$ cat src/rtl/core/cbe_pkg.sv
// shared constants, types and the control-value table for the bezier easing evaluator
// no dependencies; imported by every module under rtl/core
package cbe_pkg;

    localparam int BisectStepsDefault = 10;
    localparam int FracBitsDefault    = 16;

    localparam int CtrlW     = 7;
    localparam int IoW       = 17;
    localparam int IoFrac    = 16;
    localparam int CurveLat  = 3;
    localparam int CtrlCodes = 1 << CtrlW;

    localparam logic [IoW-1:0] IoOne = 17'd65536;
    localparam longint CtrlScale     = 127;

    // what travels beside the numbers: identity flag and saturated progress
    typedef struct packed {
        logic           ident;
        logic [IoW-1:0] prog;
    } cbe_tag_t;

    typedef logic [31:0] ctrl_tbl_t [CtrlCodes];

    // floor(c * 2^frac / 127) for every control code
    function automatic ctrl_tbl_t ctrl_table(input int frac_bits);
        ctrl_tbl_t tbl;
        for (int i = 0; i < CtrlCodes; i++) begin
            tbl[i] = 32'((longint'(i) << frac_bits) / CtrlScale);
        end
        return tbl;
    endfunction

endpackage

$ cat src/rtl/core/cbe_curve.sv
// three-stage pipelined evaluation of the cubic bezier basis with end points 0 and 1
// depends on cbe_pkg
module cbe_curve #(
    parameter int FRAC_BITS = cbe_pkg::FracBitsDefault
) (
    input  logic                 aclk,
    input  logic                 ce,
    input  logic [FRAC_BITS:0]   s,
    input  logic [FRAC_BITS:0]   p1,
    input  logic [FRAC_BITS:0]   p2,
    output logic [FRAC_BITS+3:0] sum
);
    import cbe_pkg::*;

    localparam int FW = FRAC_BITS + 1;
    localparam int SW = FRAC_BITS + 4;
    localparam logic [FW-1:0] FxOne = {1'b1, {FRAC_BITS{1'b0}}};

    function automatic logic [FW-1:0] fx_mul(input logic [FW-1:0] a, input logic [FW-1:0] b);
        logic [2*FW-1:0] p;
        p = a * b;
        return p[FRAC_BITS+FW-1:FRAC_BITS];
    endfunction

    logic [FW-1:0] u;
    logic [FW-1:0] s_1_reg, u_1_reg, s2_1_reg, u2_1_reg, p1_1_reg, p2_1_reg;
    logic [FW-1:0] s3_2_reg, us2_2_reg, u2s_2_reg, p1_2_reg, p2_2_reg;
    logic [FW-1:0] a_3_reg, b_3_reg, s3_3_reg;

    assign u = FxOne - s;

    always_ff @(posedge aclk) begin
        if (ce) begin
            s_1_reg   <= s;
            u_1_reg   <= u;
            s2_1_reg  <= fx_mul(s, s);
            u2_1_reg  <= fx_mul(u, u);
            p1_1_reg  <= p1;
            p2_1_reg  <= p2;

            s3_2_reg  <= fx_mul(s2_1_reg, s_1_reg);
            us2_2_reg <= fx_mul(u_1_reg, s2_1_reg);
            u2s_2_reg <= fx_mul(u2_1_reg, s_1_reg);
            p1_2_reg  <= p1_1_reg;
            p2_2_reg  <= p2_1_reg;

            a_3_reg   <= fx_mul(u2s_2_reg, p1_2_reg);
            b_3_reg   <= fx_mul(us2_2_reg, p2_2_reg);
            s3_3_reg  <= s3_2_reg;
        end
    end

    // 3a + 3b + s^3
    assign sum = SW'(a_3_reg) + (SW'(a_3_reg) << 1)
               + SW'(b_3_reg) + (SW'(b_3_reg) << 1) + SW'(s3_3_reg);

endmodule

$ cat config.mk
export PLATFORM = sky130hd
export DESIGN_NAME = cbe_curve
export DESIGN_NICKNAME = d
export VERILOG_FILES = /design/src/rtl/core/cbe_pkg.sv /design/src/rtl/core/cbe_curve.sv
export SDC_FILE = /design/constraint.sdc
export NUM_CORES = 2
export LEC_CHECK = 0
export BUFFER_PORTS_ARGS = -buffer_cell sky130_fd_sc_hd__clkbuf_2
export CAP_MARGIN = 20
export CORE_ASPECT_RATIO = 2
export CORE_MARGIN = 4
export CORE_UTILIZATION = 50
export CTS_CLUSTER_DIAMETER = 30
export DETAILED_ROUTE_END_ITERATION = 6
export PLACE_DENSITY = 0.68
export SYNTH_ARGS = -nofsm -noshare
export SYNTH_HDL_FRONTEND = slang
export SYNTH_SLANG_ARGS = --single-unit
$ cat constraint.sdc
create_clock -name aclk -period 9.2 [get_ports aclk]
set_input_delay 1.38 -clock aclk [delete_from_list [all_inputs] [get_ports aclk]]
set_output_delay 1.38 -clock aclk [all_outputs]
set_load 0.01 [all_outputs]
Word level (Yosys, flattened, before mapping)

Index checks and enable logic that the tools add are counted.
Widths: inputs -> output; s select.

Add/sub/neg operators: 5
Multipliers: 7

Operators with widths:

| operator               | count |
|---|---|
| $mul 17x17->33         | 7 |
| $add 19x17->20         | 1 |
| $add 20x17->20         | 1 |
| $add 20x18->20         | 1 |
| $add 17x18->19         | 1 |
| $sub 17x17->17 const A | 1 |

Register bits after elaboration: 238
Bits of input ports: 53
Output and inout port bits: 20
Logic and storage cells: 26

Logic depth before layout (Yosys ltp)

Word-level depth: 4
Depth in mapped cells: 30
Depth with buffers taken out: 29

Least setup slack after synthesis

Ideal clock, no wire load.

Kind: input -> register
Start point: in s[0]
End point: reg u2_1_reg[16], data pin
Data arrival time: 8383 ps
Data required time: 8934 ps
Path slack: 552 ps
Stages: 27
Cells stage by stage: inv_1 -> clkbuf_1 -> ha_1 -> nand2_1 -> or3_1 -> xnor2_1 -> clkbuf_1 -> nand2_1 -> fa_1 -> inv_1 -> fa_1 -> inv_1 -> fa_1 -> inv_1 -> fa_1 -> fa_1 -> fa_1 -> ha_1 -> a21o_1 -> a21o_1 -> a21o_1 -> a21o_1 -> a21oi_1 -> a21boi_1 -> or4_1 -> nand3_1 -> or3b_1

Longest elaborated chain between the ends: 2

RTL lines:

| what                   | RTL line        | RTL |
|---|---|---|
| start: declaration     | cbe_curve.sv:8  | `input logic [FRAC_BITS:0] s,` |
| $sub 17x17->17         | cbe_curve.sv:30 | `assign u = FxOne - s;` |
| net u[8]               | cbe_curve.sv:25 | `logic [FW-1:0] u;` |
| $mul 17x17->33         | cbe_curve.sv:21 | `p = a * b;` |
| end signal: assignment | cbe_curve.sv:37 | `u2_1_reg <= fx_mul(u, u);` |
| end: declaration       | cbe_curve.sv:26 | `logic [FW-1:0] s_1_reg, u_1_reg, s2_1_reg, u2_1_reg, p1_1_reg, p2_1_reg;` |

The timed path passes the listed nets, and every way through them passes these cells.
A chain may end at the register's enable or synchronous reset.

Worst setup path after layout

Start point: in s[5]
End point: reg u2_1_reg[13], data pin

Longest elaborated chain between the ends: 2

RTL lines:

| what           | RTL line |
|---|---|
| $sub 17x17->17 | cbe_curve.sv:30 |
| $mul 17x17->33 | cbe_curve.sv:21 |

No other way between the ends.

==> summary.md <==
| Metric | Value |
|---|---|
| Hold_buf cts | `0` |
| Mapped Cells | `7258` |
| Die Ht | `532 µm` |
| Num rows | `191` |
| Core area | `136000 µm²` |
| H-tree levels | `2` |
| Number of global-route vias before repair | `56.4k` |
| Avg Synthesized Cell Area | `9.44 µm²` |
| WL/cell | `19.5 µm` |
| Ys async rst share | `0%` |
| Clock Tree Root | `clkbuf_16` |
| Outcome | `finished clean` |
| Final setup viols | `0` |
| First-pass GRT wire length | `287000 µm` |
| Post-synth EDFFs | `237` |
| Flops & latches, synth | `237` |
| Grt met1 use | `24.1%` |
| Crit. End Element | `flop` |
| Worst slew margin | `30.5%` |
| Share of post-route cells with drive strength above 1 | `under 10%` |
| Overall routing resource usage | `25.3%` |
| Hold/Removal Path Class | `flop to flop` |
| Largest family of logic cells by synthesized area | `adder cells` |
| P&R area growth vs syn | `5.49%` |
| Fin. Hold Viols | `0` |
| CTS tree | `yes` |
| Required time of the worst setup path | `9.54 ns` |
| Xor and xnor area share after synthesis | `2.20%` |
| Clock tree buffer depth | `3` |
| Final ANT Viol Nets | `0` |
| Die area | `143000 µm²` |
| Largest net degree at the start of global routing | `80` |
| Post-CTS Setup Repair Bufs | `0` |
| Simple-gate share of the synthesized area | `a little over an eighth` |
| Nets | `about 9.5k` |
| DRT iter0 DRCs | `around 2.2k` |
| Worst slew pin tran | `roughly 1.0 ns` |
| Worst-path maximum fanout | `4` |
| GP Congestion | `0.935` |
| Total grt overflow | `0` |
| Final setup margin | `0.765 ns` |
| Io pins | `73` |
| Ys Warns | `0` |
| Critical Path AT | `between 8 and 9 ns` |
| Vias | `approximately 49k` |
| Unrepaired setup endpoints after global routing | `false` |
| WS Path Type | `input port to flop` |
| Synth Net Count | `9584` |
| Tmin final | `8.44 ns` |
| Synth Flop Type | `edfxtp_1` |
| Final slew viol count | `0` |
| Period utilization | `between 90% and 100%` |
| Initial Util | `around half` |
| DP HPWL | `147000 µm` |
| # port buffers | `72` |
| Initial antenna violation count | `2` |
| Adder-cell area share of the yosys netlist | `58.3%` |
| Max cap viols | `0` |
| Clock Latency Late Sink | `0.61 ns` |
| Grt met3 use | `2.45%` |
| Worst Skew | `0.0255 ns` |
| Post-Route WL | `176000 µm` |
| GRT busiest layer | `met2` |
| Clk sink count | `237` |
| Post-synthesis sequential area ratio | `just over 10%` |
| Multiplexer area fraction after synthesis | `less than 1%` |
| Num CTS Buffers | `41` |
| Core Util, Final | `a little over half` |
| M2 GR Usage | `between 40% and 50%` |
| Synth Area in Compound Gates | `3.56%` |
| CP startpoint kind | `input port` |
| Setup TNS | `0 ns` |
| Die width | `270 µm` |
| Worst slack, placed | `about 0.16 ns` |
| Clk slew on worst S/H paths | `approximately 0.060 ns` |
| Max Fclk | `0.119 GHz` |
| Mapped cell area | `68500 µm²` |
| # DRC | `0` |
| Post-CTS sizing | `0` |
| Vias/cell | `5.40` |
| Synth unique cells | `77` |
| Drt first pass iters | `6` |
==> Yosys cell counts (5+ instances only) <==
cell type | number | share of area [%]
a21oi_1 | 110 | 0.80
nor2_1 | 174 | 0.95
o311ai_0 | 6 | 0.077
a21o_1 | 58 | 0.64
o21a_1 | 25 | 0.27
o31ai_1 | 5 | 0.055
a31oi_1 | 10 | 0.091
nor2b_1 | 16 | 0.15
nand2_1 | 1201 | 6.6
nor3b_1 | 5 | 0.055
fa_1 | 1533 | 45
o22ai_1 | 5 | 0.046
o21ai_0 | 59 | 0.43
inv_1 | 1846 | 10
o211ai_1 | 10 | 0.11
ha_1 | 740 | 14
nor4_1 | 7 | 0.064
a21boi_0 | 5 | 0.055
edfxtp_1 | 237 | 10
a31o_2 | 6 | 0.077
a211oi_1 | 22 | 0.24
nand2b_1 | 14 | 0.13
nand4_1 | 21 | 0.19
xnor2_1 | 122 | 1.6
o21bai_1 | 13 | 0.14
xor2_1 | 44 | 0.56
and2_1 | 486 | 4.4
or2_2 | 5 | 0.046
clkinv_1 | 7 | 0.038
nand3_1 | 33 | 0.24
clkbuf_1 | 289 | 1.6
and3_1 | 19 | 0.17
or3_1 | 11 | 0.10
nor3_1 | 41 | 0.30
==> layout make-up <==
type | instances | area, µm²
Inverter | 1854 | 6960
Fill cell | 12300 | 63400
Timing Repair Buffer | 203 | 1350
Clock inverter | 32 | 295
Tap cell | 1737 | 2170
Clock buffer | 42 | 1030
Multi-Input combinational cell | 4877 | 53400
Sequential cell | 237 | 7120
Antenna cell | 1 | 2.50
==> kinds of logic (layout without fill, tap and decap cells) <==
kind of cell    Yosys count  count (layout)
compound gates          373             373
xor+xnor                168             168
fa+ha+maj              2273            2273
buf+inv                2144            2131
flops                   237             237
mux                       6               6
other cells               0               1
simple gates           2057            2057
==> worst max-delay path, stage by stage <==
cell      delay, ns
clkbuf_2       0.11
nor4_4         0.32
nand2_1        0.16
or4_1          0.45
xnor2_1        0.20
inv_1          0.12
nand2_1        0.15
inv_1          0.08
fa_1           0.53
inv_1          0.05
fa_1           0.55
inv_1          0.06
fa_1           0.48
fa_1           0.52
fa_1           0.49
inv_1          0.05
fa_1           0.47
inv_1          0.04
ha_1           0.26
o21a_1         0.11
o21a_1         0.12
nand2_1        0.06
a211oi_1       0.49
o211ai_1       0.37
a211oi_1       0.63
o41a_1         0.32
a21oi_1        0.11
xnor2_1        0.13
==> cells in the final DEF (no fill, tap or decap), types with 19 or more instances in the layout <==
cell type / n
edfxtp_1: 237
clkbuf_2: 71
a21oi_1: 110
inv_1: 1846
clkbuf_16: 41
nor2_1: 174
a211oi_1: 22
and2_1: 486
o21a_1: 25
and3_1: 19
nor3_1: 41
ha_1: 740
xnor2_1: 122
a21o_1: 58
nand4_1: 21
fa_1: 1533
nand3_1: 33
o21ai_0: 59
xor2_1: 44
buf_4: 131
nand2_1: 1201
==> worst paths after layout <==
path / slack (ns) / end / cells after the start / from
setup / recovery: 0.76 / u2_1_reg[13] / 28 / s[5]
hold / removal: 0.41 / s3_3_reg[11] / 0 / s3_2_reg[11]
setup reg to reg: 1.79 / us2_2_reg[10] / 21 / s2_1_reg[4]
hold reg to reg: 0.41 / s3_3_reg[11] / 0 / s3_2_reg[11]
==> through the flow <==
stage	hold WS [ns]	cell area, µm²	instances
4_1_cts	0.414	72300	8982
2_1_floorplan	0.400	68500	7258
6_report	0.414	72300	8983
5_1_grt	0.420	72300	8983
3_5_place_dp	0.405	71000	8908
3_3_place_gp	0.402	71000	8908
==> layer usage <==
metal	vias up	share of wire [%]
met2	1509	56
met5	-	0
met4	0	9.0
li1	21300	-
met1	24900	31
met3	758	3.9
Power is left out: the tool's default activity adds up to more than one toggle a clock period on the data nets, which glitch-free logic cannot reach.
