==> src/rtl/core/cbe_pkg.sv <==
// shared constants, types and the control-value table for the bezier easing evaluator
// no dependencies; imported by every module under rtl/core
package cbe_pkg;

    localparam int BisectStepsDefault = 10;
    localparam int FracBitsDefault    = 16;

    localparam int CtrlW     = 7;
    localparam int IoW       = 17;
    localparam int IoFrac    = 16;
    localparam int CurveLat  = 3;
    localparam int CtrlCodes = 1 << CtrlW;

    localparam logic [IoW-1:0] IoOne = 17'd65536;
    localparam longint CtrlScale     = 127;

    // what travels beside the numbers: identity flag and saturated progress
    typedef struct packed {
        logic           ident;
        logic [IoW-1:0] prog;
    } cbe_tag_t;

    typedef logic [31:0] ctrl_tbl_t [CtrlCodes];

    // floor(c * 2^frac / 127) for every control code
    function automatic ctrl_tbl_t ctrl_table(input int frac_bits);
        ctrl_tbl_t tbl;
        for (int i = 0; i < CtrlCodes; i++) begin
            tbl[i] = 32'((longint'(i) << frac_bits) / CtrlScale);
        end
        return tbl;
    endfunction

endpackage

==> src/rtl/core/cbe_curve.sv <==
// three-stage pipelined evaluation of the cubic bezier basis with end points 0 and 1
// depends on cbe_pkg
module cbe_curve #(
    parameter int FRAC_BITS = cbe_pkg::FracBitsDefault
) (
    input  logic                 aclk,
    input  logic                 ce,
    input  logic [FRAC_BITS:0]   s,
    input  logic [FRAC_BITS:0]   p1,
    input  logic [FRAC_BITS:0]   p2,
    output logic [FRAC_BITS+3:0] sum
);
    import cbe_pkg::*;

    localparam int FW = FRAC_BITS + 1;
    localparam int SW = FRAC_BITS + 4;
    localparam logic [FW-1:0] FxOne = {1'b1, {FRAC_BITS{1'b0}}};

    function automatic logic [FW-1:0] fx_mul(input logic [FW-1:0] a, input logic [FW-1:0] b);
        logic [2*FW-1:0] p;
        p = a * b;
        return p[FRAC_BITS+FW-1:FRAC_BITS];
    endfunction

    logic [FW-1:0] u;
    logic [FW-1:0] s_1_reg, u_1_reg, s2_1_reg, u2_1_reg, p1_1_reg, p2_1_reg;
    logic [FW-1:0] s3_2_reg, us2_2_reg, u2s_2_reg, p1_2_reg, p2_2_reg;
    logic [FW-1:0] a_3_reg, b_3_reg, s3_3_reg;

    assign u = FxOne - s;

    always_ff @(posedge aclk) begin
        if (ce) begin
            s_1_reg   <= s;
            u_1_reg   <= u;
            s2_1_reg  <= fx_mul(s, s);
            u2_1_reg  <= fx_mul(u, u);
            p1_1_reg  <= p1;
            p2_1_reg  <= p2;

            s3_2_reg  <= fx_mul(s2_1_reg, s_1_reg);
            us2_2_reg <= fx_mul(u_1_reg, s2_1_reg);
            u2s_2_reg <= fx_mul(u2_1_reg, s_1_reg);
            p1_2_reg  <= p1_1_reg;
            p2_2_reg  <= p2_1_reg;

            a_3_reg   <= fx_mul(u2s_2_reg, p1_2_reg);
            b_3_reg   <= fx_mul(us2_2_reg, p2_2_reg);
            s3_3_reg  <= s3_2_reg;
        end
    end

    // 3a + 3b + s^3
    assign sum = SW'(a_3_reg) + (SW'(a_3_reg) << 1)
               + SW'(b_3_reg) + (SW'(b_3_reg) << 1) + SW'(s3_3_reg);

endmodule

==> src/rtl/core/cbe_cell.sv <==
// one bisection step: probe x(s), narrow the bounds, hand the midpoint on
// depends on cbe_pkg and cbe_curve
module cbe_cell #(
    parameter int FRAC_BITS = cbe_pkg::FracBitsDefault
) (
    input  logic                  aclk,
    input  logic                  aresetn,
    input  logic                  ce,
    input  logic                  vld_in,
    input  cbe_pkg::cbe_tag_t     tag_in,
    input  logic [FRAC_BITS:0]    t_in,
    input  logic [FRAC_BITS:0]    lo_in,
    input  logic [FRAC_BITS:0]    hi_in,
    input  logic [FRAC_BITS:0]    s_in,
    input  logic [FRAC_BITS:0]    x1_in,
    input  logic [FRAC_BITS:0]    x2_in,
    input  logic [FRAC_BITS:0]    y1_in,
    input  logic [FRAC_BITS:0]    y2_in,
    output logic                  vld_out,
    output cbe_pkg::cbe_tag_t     tag_out,
    output logic [FRAC_BITS:0]    t_out,
    output logic [FRAC_BITS:0]    lo_out,
    output logic [FRAC_BITS:0]    hi_out,
    output logic [FRAC_BITS:0]    s_out,
    output logic [FRAC_BITS:0]    x1_out,
    output logic [FRAC_BITS:0]    x2_out,
    output logic [FRAC_BITS:0]    y1_out,
    output logic [FRAC_BITS:0]    y2_out
);
    import cbe_pkg::*;

    localparam int FW = FRAC_BITS + 1;
    localparam int SW = FRAC_BITS + 4;
    localparam int LastD = CurveLat - 1;

    logic [SW-1:0] x_w;
    logic [FW-1:0] lo_next, hi_next;
    logic [FW:0]   mid_w;

    logic          vld_d_reg [CurveLat];
    cbe_tag_t      tag_d_reg [CurveLat];
    logic [FW-1:0] t_d_reg  [CurveLat];
    logic [FW-1:0] lo_d_reg [CurveLat];
    logic [FW-1:0] hi_d_reg [CurveLat];
    logic [FW-1:0] s_d_reg  [CurveLat];
    logic [FW-1:0] x1_d_reg [CurveLat];
    logic [FW-1:0] x2_d_reg [CurveLat];
    logic [FW-1:0] y1_d_reg [CurveLat];
    logic [FW-1:0] y2_d_reg [CurveLat];

    logic          vld_reg;
    cbe_tag_t      tag_reg;
    logic [FW-1:0] t_reg, lo_reg, hi_reg, s_reg, x1_reg, x2_reg, y1_reg, y2_reg;

    cbe_curve #(.FRAC_BITS(FRAC_BITS)) u_curve (
        .aclk (aclk),
        .ce   (ce),
        .s    (s_in),
        .p1   (x1_in),
        .p2   (x2_in),
        .sum  (x_w)
    );

    always_ff @(posedge aclk) begin
        if (!aresetn) begin
            for (int i = 0; i < CurveLat; i++) begin
                vld_d_reg[i] <= 1'b0;
            end
            vld_reg <= 1'b0;
        end else if (ce) begin
            vld_d_reg[0] <= vld_in;
            for (int i = 1; i < CurveLat; i++) begin
                vld_d_reg[i] <= vld_d_reg[i-1];
            end
            vld_reg <= vld_d_reg[LastD];
        end
    end

    // side data waits alongside the curve pipeline
    always_ff @(posedge aclk) begin
        if (ce) begin
            tag_d_reg[0] <= tag_in;
            t_d_reg[0]   <= t_in;
            lo_d_reg[0]  <= lo_in;
            hi_d_reg[0]  <= hi_in;
            s_d_reg[0]   <= s_in;
            x1_d_reg[0]  <= x1_in;
            x2_d_reg[0]  <= x2_in;
            y1_d_reg[0]  <= y1_in;
            y2_d_reg[0]  <= y2_in;
            for (int i = 1; i < CurveLat; i++) begin
                tag_d_reg[i] <= tag_d_reg[i-1];
                t_d_reg[i]   <= t_d_reg[i-1];
                lo_d_reg[i]  <= lo_d_reg[i-1];
                hi_d_reg[i]  <= hi_d_reg[i-1];
                s_d_reg[i]   <= s_d_reg[i-1];
                x1_d_reg[i]  <= x1_d_reg[i-1];
                x2_d_reg[i]  <= x2_d_reg[i-1];
                y1_d_reg[i]  <= y1_d_reg[i-1];
                y2_d_reg[i]  <= y2_d_reg[i-1];
            end
        end
    end

    // equal probe moves the lower bound
    always_comb begin
        lo_next = lo_d_reg[LastD];
        hi_next = hi_d_reg[LastD];
        if (x_w > SW'(t_d_reg[LastD])) begin
            hi_next = s_d_reg[LastD];
        end else begin
            lo_next = s_d_reg[LastD];
        end
        mid_w = {1'b0, lo_next} + {1'b0, hi_next};
    end

    always_ff @(posedge aclk) begin
        if (ce) begin
            tag_reg <= tag_d_reg[LastD];
            t_reg   <= t_d_reg[LastD];
            lo_reg  <= lo_next;
            hi_reg  <= hi_next;
            s_reg   <= mid_w[FW:1];
            x1_reg  <= x1_d_reg[LastD];
            x2_reg  <= x2_d_reg[LastD];
            y1_reg  <= y1_d_reg[LastD];
            y2_reg  <= y2_d_reg[LastD];
        end
    end

    assign vld_out = vld_reg;
    assign tag_out = tag_reg;
    assign t_out   = t_reg;
    assign lo_out  = lo_reg;
    assign hi_out  = hi_reg;
    assign s_out   = s_reg;
    assign x1_out  = x1_reg;
    assign x2_out  = x2_reg;
    assign y1_out  = y1_reg;
    assign y2_out  = y2_reg;

endmodule

==> config.mk <==
export PLATFORM = sky130hd
export DESIGN_NAME = cbe_cell
export DESIGN_NICKNAME = d
export VERILOG_FILES = /design/src/rtl/core/cbe_pkg.sv /design/src/rtl/core/cbe_curve.sv /design/src/rtl/core/cbe_cell.sv
export SDC_FILE = /design/constraint.sdc
export NUM_CORES = 2
export LEC_CHECK = 0
export ABC_CLOCK_PERIOD_IN_PS = 9870
export BUFFER_PORTS_ARGS = -buffer_cell sky130_fd_sc_hd__buf_2
export CORE_AREA = 3 3 293 583
export DETAILED_ROUTE_END_ITERATION = 10
export DIE_AREA = 0 0 296 586
export PLACE_DENSITY = 0.64
export SYNTH_ARGS = -nofsm -noshare
export SYNTH_HDL_FRONTEND = slang
export SYNTH_SLANG_ARGS = --single-unit
export TNS_END_PERCENT = 5
==> constraint.sdc <==
create_clock -name aclk -period 9.87 [get_ports aclk]
set_input_delay 0.987 -clock aclk [delete_from_list [all_inputs] [get_ports aclk]]
set_output_delay 0.987 -clock aclk [all_outputs]
set_load 0.01 [all_outputs]
[Yosys cells after proc, flatten, opt, wreduce, memory -nomap -nowiden]
Memories as Yosys holds them, arrays and structs flattened. A register that Yosys moved wholly into a read port is not among the register bits.
Index checks and enable logic that the tools add are counted.
Word-level totals
  bits in registers: 306
  memory bits (writable): 465
  input port bits: 158
  output and inout bits: 155
  word-level logic and storage cells: 56
  memories kept: 10
Operators by class
  add/sub/neg operators: 6
  $mul: 7
  $lt $le $gt $ge: 1
  mux-type cells: 10
  bitwise gates (word level): 3
  reductions and logical operators: 1
Memory list
  tag_d_reg: words 3, width 18, read ports 3, clocked after Yosys merged registers in 1, wr ports 3, line cbe_cell.sv:41  | cbe_tag_t tag_d_reg [CurveLat];
  hi_d_reg: words 3, width 17, read ports 3, clocked after Yosys merged registers in 0, wr ports 3, line cbe_cell.sv:44  | logic [FW-1:0] hi_d_reg [CurveLat];
  lo_d_reg: words 3, width 17, read ports 3, clocked after Yosys merged registers in 0, wr ports 3, line cbe_cell.sv:43  | logic [FW-1:0] lo_d_reg [CurveLat];
  s_d_reg: words 3, width 17, read ports 3, clocked after Yosys merged registers in 0, wr ports 3, line cbe_cell.sv:45  | logic [FW-1:0] s_d_reg [CurveLat];
  t_d_reg: words 3, width 17, read ports 3, clocked after Yosys merged registers in 0, wr ports 3, line cbe_cell.sv:42  | logic [FW-1:0] t_d_reg [CurveLat];
  x1_d_reg: words 3, width 17, read ports 3, clocked after Yosys merged registers in 1, wr ports 3, line cbe_cell.sv:46  | logic [FW-1:0] x1_d_reg [CurveLat];
  +4 memories
Operators with widths (number)
  17-bit by 17-bit multiplier with 33-bit output: 7
  20-bit by 17-bit adder with 20-bit output: 2
  17-bit 2-to-1 mux: 2
  20-bit by 18-bit adder with 20-bit output: 1
  20-bit by 17-bit > comparator with 1-bit output: 1
  17-bit by 18-bit adder with 19-bit output: 1
  17-bit by 17-bit adder with 18-bit output: 1
  17-bit subtractor, first input constant: 1
  1-bit 2-to-1 mux: 8
  1-bit bitwise OR: 3
  1-bit zero test: 1

[Logic depth before layout (Yosys ltp)]
  word-level depth: 7
  depth in mapped cells: 46
  depth with buffers taken out: 45

[By module]
From an unflattened synthesis, not the netlist that was laid out.
Second synthesis, totals
  cells, all modules: 8269
  area total of the unflattened synthesis: 89788.6 µm²
Modules (own cells, without submodules)
  cbe_curve: instances 1, cells an instance 7410, area an instance 69332.7 µm², sequential area each 7116.8 µm²
  cbe_cell: instances 1, cells an instance 859, area an instance 20455.9 µm², sequential area each 18607.8 µm²

[Least setup slack after synthesis]
No wires, ideal clock.
  path kind: register to register
  start: reg u_curve.a_3_reg[1]
  end: reg s_reg[15] (netlist: s_out[15]), data pin
  library setup time: 0.158 ns
  arrival: 8.726 ns
  required time: 9.712 ns
  slack: 0.986 ns
  cell stages (with the launch flop): 45
  buffers on the path: 2
  clock period less this slack: 8.884 ns
  cells stage by stage: edfxtp_1 ha_1 fa_1 a21o_1 a21oi_1 o21bai_1 a21oi_1 nor2b_1 o21a_1 o31ai_1 nor2b_1 xnor2_1 fa_1 inv_1 fa_1 inv_1 ha_1 a21boi_0 (+9 left out) a21oi_1 a2111oi_2 o211ai_1 or3_1 clkbuf_1 buf_2 mux2i_1 fa_1 nor2b_1 o21ai_0 a21boi_0 o21ai_0 a21boi_0 o21bai_1 a21oi_1 o21ai_0 a2111o_1 o211ai_1
Between the ends
  word-level cells in the longest chain between the ends: 7
  elaborated cells on any way between the ends: 8
  classes of those cells: add/sub (5); order compare (1); mux (2)
RTL lines
  start, declared: line cbe_curve.sv:28  | logic [FW-1:0] a_3_reg, b_3_reg, s3_3_reg;
  start signal, assigned: line cbe_curve.sv:47  | a_3_reg <= fx_mul(u2s_2_reg, p1_2_reg);
  17-bit by 18-bit adder with 19-bit output (*): line cbe_curve.sv:54  | assign sum = SW'(a_3_reg) + (SW'(a_3_reg) << 1)
  20-bit by 17-bit adder with 20-bit output (*): line cbe_curve.sv:55  | + SW'(b_3_reg) + (SW'(b_3_reg) << 1) + SW'(s3_3_reg);
  20-bit by 18-bit adder with 20-bit output (*): line cbe_curve.sv:55
  20-bit by 17-bit adder with 20-bit output (*): line cbe_curve.sv:55
  20-bit by 17-bit > comparator with 1-bit output (*): line cbe_cell.sv:109  | if (x_w > SW'(t_d_reg[LastD])) begin
  17-bit 2-to-1 mux: line cbe_cell.sv:109
  17-bit by 17-bit adder with 18-bit output (*): line cbe_cell.sv:114  | mid_w = {1'b0, lo_next} + {1'b0, hi_next};
  net mid_w[16]: line cbe_cell.sv:38  | logic [FW:0] mid_w;
  end signal, assigned: line cbe_cell.sv:123  | s_reg <= mid_w[FW:1];
  end, declared: line cbe_cell.sv:53  | logic [FW-1:0] t_reg, lo_reg, hi_reg, s_reg, x1_reg, x2_reg, y1_reg, y2_reg;
Mark *: on every way through the listed nets, which the timed path passes. The rest lies on a longest branch.
A chain may end at the register's enable or synchronous reset.

[Final worst setup path]
  start: reg u_curve.a_3_reg[0]
  end: reg s_reg[15] (netlist: s_out[15]), data pin
Between the ends
  word-level cells in the longest chain between the ends: 7
  elaborated cells on any way between the ends: 8
  classes of those cells: add/sub (5); order compare (1); mux (2)
RTL lines
  17-bit by 18-bit adder with 19-bit output: line cbe_curve.sv:54
  20-bit by 17-bit adder with 20-bit output: line cbe_curve.sv:55
  20-bit by 18-bit adder with 20-bit output: line cbe_curve.sv:55
  20-bit by 17-bit adder with 20-bit output: line cbe_curve.sv:55
  20-bit by 17-bit > comparator with 1-bit output: line cbe_cell.sv:109
  17-bit 2-to-1 mux: line cbe_cell.sv:109
  net hi_next[0]: line cbe_cell.sv:37  | logic [FW-1:0] lo_next, hi_next;
  17-bit by 17-bit adder with 18-bit output: line cbe_cell.sv:114
  net mid_w[16]: line cbe_cell.sv:38
The timed path passes the listed nets, and every way through them passes these cells.

==> flow_summary.ini <==
[logic_synthesis]
synth_area_um2 = 86350
async_flop_share = 0
ys_seq_elements = 772
synth-edff-count = 771
syn_area_per_cell_um2 = 10.76
synthesis.nets = 10500
synth_cells = 8028
ys.flop_type = edfxtp_1
yosys_warnings = 0
synth.distinct_cells = 79
ys_seq_area_frac = 0.2684

[timing]
setup-tns-final_ps = 0
period_minus_slack_ps = 9298
timing.fmax_ghz = 0.1076
post-route-period-util = 0.9420
worst_pin_slew_ps = 1234
fin_skew_ps = 48.39
report.final.slew_viol_count = 0
final-setup-viol-count = 0
maxSlewHeadroom = 0.1774
finalHoldViolCount = 0
rsz0062_at_grt = false

[worst_setup_path]
crit_path_end_kind = flop
crit_family = compound AO/OA/AOI/OAI gates
crit_arrival_ps = 9840
cpMostUsedCell = a21oi_1
cp-start-kind = flop
crit_slowest_cell = fa_1
critical_path_required_ps = 10410
worstSetupPathType = reg -> reg
crit_fanout = 7
max_stage_delay_ps = 480
critPathBufInv = 2

[route]
vias = 55720
ant_nets = 0
initialDrtViolationCount = 2580
wl_per_cell_um = 20.29
drtPass1Iterations = 6
routed_via_density = 5.339
totalWireLength_um = 211700
drc = 0

[floorplanning]
core.rowCount = 212
start_util = 0.5175
core_area_um2 = 166800
ios = 313
die_x_um = 296
die_area_um2 = 173500
die_h_um = 586

[place]
port_buffers = 312
place_hpwl_um = 167400
routabilityCongestion = 0.9204

[grt]
antenna_found_initial = 3
grt_overflow = 0
grt_pass1_vias = 63540
grt_pass1_wl_um = 335000
grt_max_degree = 164
grt_usage = 0.2530

[finish]
mostFrequentLayoutCells = 1947 x inv_1, 1521 x fa_1, 1166 x nand2_1
drive_gt1_frac = 0.07306
largest_register_ffs = 54
syn_to_final_growth_pct = 7.559
final_common_cell = inv_1
fill_cells = 14420
nets = 10710

[flow_run]
maxCapViolCount = 0

[clock_network]
clk_latency_ps = 690
clock_path_buffers = 3
numCtsBuffers = 72
holdBufCountCts = 0
clk_pin_slew_ps = 70
clkSinkCount = 772
h-tree-depth = 3
cts-root-buf = clkbuf_16
cts_tree = done

[run_status]
outcome = finished clean

[hold_path]
holdCritPathClass = reg -> reg
-- cells in the mapped netlist, types with 25 or more instances --
cell / number / share of area
a21o_1: 50 / 0.0043
a21oi_1: 120 / 0.0070
and2_1: 517 / 0.037
clkbuf_1: 279 / 0.012
edfxtp_1: 771 / 0.27
fa_1: 1521 / 0.35
ha_1: 789 / 0.11
inv_1: 1947 / 0.085
mux2_2: 34 / 0.0044
nand2_1: 1166 / 0.051
nand2b_1: 25 / 0.0018
nand3_1: 29 / 0.0017
nor2_1: 177 / 0.0077
nor2b_1: 33 / 0.0024
nor3_1: 35 / 0.0020
o21a_1: 30 / 0.0026
o21ai_0: 64 / 0.0037
xnor2_1: 142 / 0.014
xor2_1: 54 / 0.0055
-- stage by stage --
step | std cells | cell area (um2) | hold slack (ps) | utilization | worst slack (ps)
after global placement | 10300 | 90380 | 400.1 | 0.5417 | 335.1
after CTS | 10430 | 92820 | 365.2 | 0.5563 | 30.58
final | 10440 | 92880 | 376.6 | 0.5567 | 572.2
after global routing | 10440 | 92880 | 391.0 | 0.5567 | 40.68
after floorplan | 8028 | 86350 | 400.3 | - | 985.9
after detailed placement | 10300 | 90380 | 404.5 | 0.5417 | 33.50
-- area by class of cell --
class / count / area [um2] / share of cell area
multi-input cells: 5018 / 54810 / 0.5901
flip-flops and latches: 772 / 23170 / 0.2495
inverters: 1952 / 7327 / 0.07889
well taps: 2140 / 2678 / 0.02883
repair buffers: 422 / 2451 / 0.02639
clock buffers: 77 / 1821 / 0.01960
clock inverters: 53 / 615.6 / 0.006628
diodes: 2 / 5.005 / 0.00005389
-- routing by layer --
metal / track usage / part of all wire
met2: 0.4896 / 0.56
met1: 0.2493 / 0.32
met5: 0 / 0
met4: 0.1777 / 0.084
met3: 0.02272 / 0.037
-- worst reg2reg max path: cells and delay by family, from the launching register on --
family                     cells  cell delay [ps]
AOI/OAI and AO/OA             24             4170
xor gates and xnor gates       2              250
adders and majority gates      7             2640
buffers and inverters          2              100
DFF                            1              410
muxes                          1              260
and+or+nand+nor                9             1320
-- repair_timing --
action | in CTS | in global routing
buffers inserted | 0 | 2
endpoints found under the setup margin | 0 | 9
gates resized for setup | 0 | 14
-- cells by family after synthesis --
kind of cell	synth area share
multiplexers	0.004898
adder cells (fa/ha/maj)	0.4669
XOR/XNOR	0.02045
flip-flops	0.2684
AND/OR/NAND/NOR	0.1101
buffers and inverters	0.09736
AO/OA/AOI/OAI	0.03195
-- worst paths after layout --
path | startpoint | end | slack, ps | depth (start not counted)
worst min-delay path | lo_d_reg[0][33] | lo_d_reg[0][50] | 380 | 0
worst min register to register | lo_d_reg[0][33] | lo_d_reg[0][50] | 380 | 0
worst max register to register | u_curve.a_3_reg[0] | s_out[15] | 570 | 45
worst max-delay path | u_curve.a_3_reg[0] | s_out[15] | 570 | 45
Power is left out: the tool's default activity adds up to more than one toggle a clock period on the data nets, which glitch-free logic cannot reach.
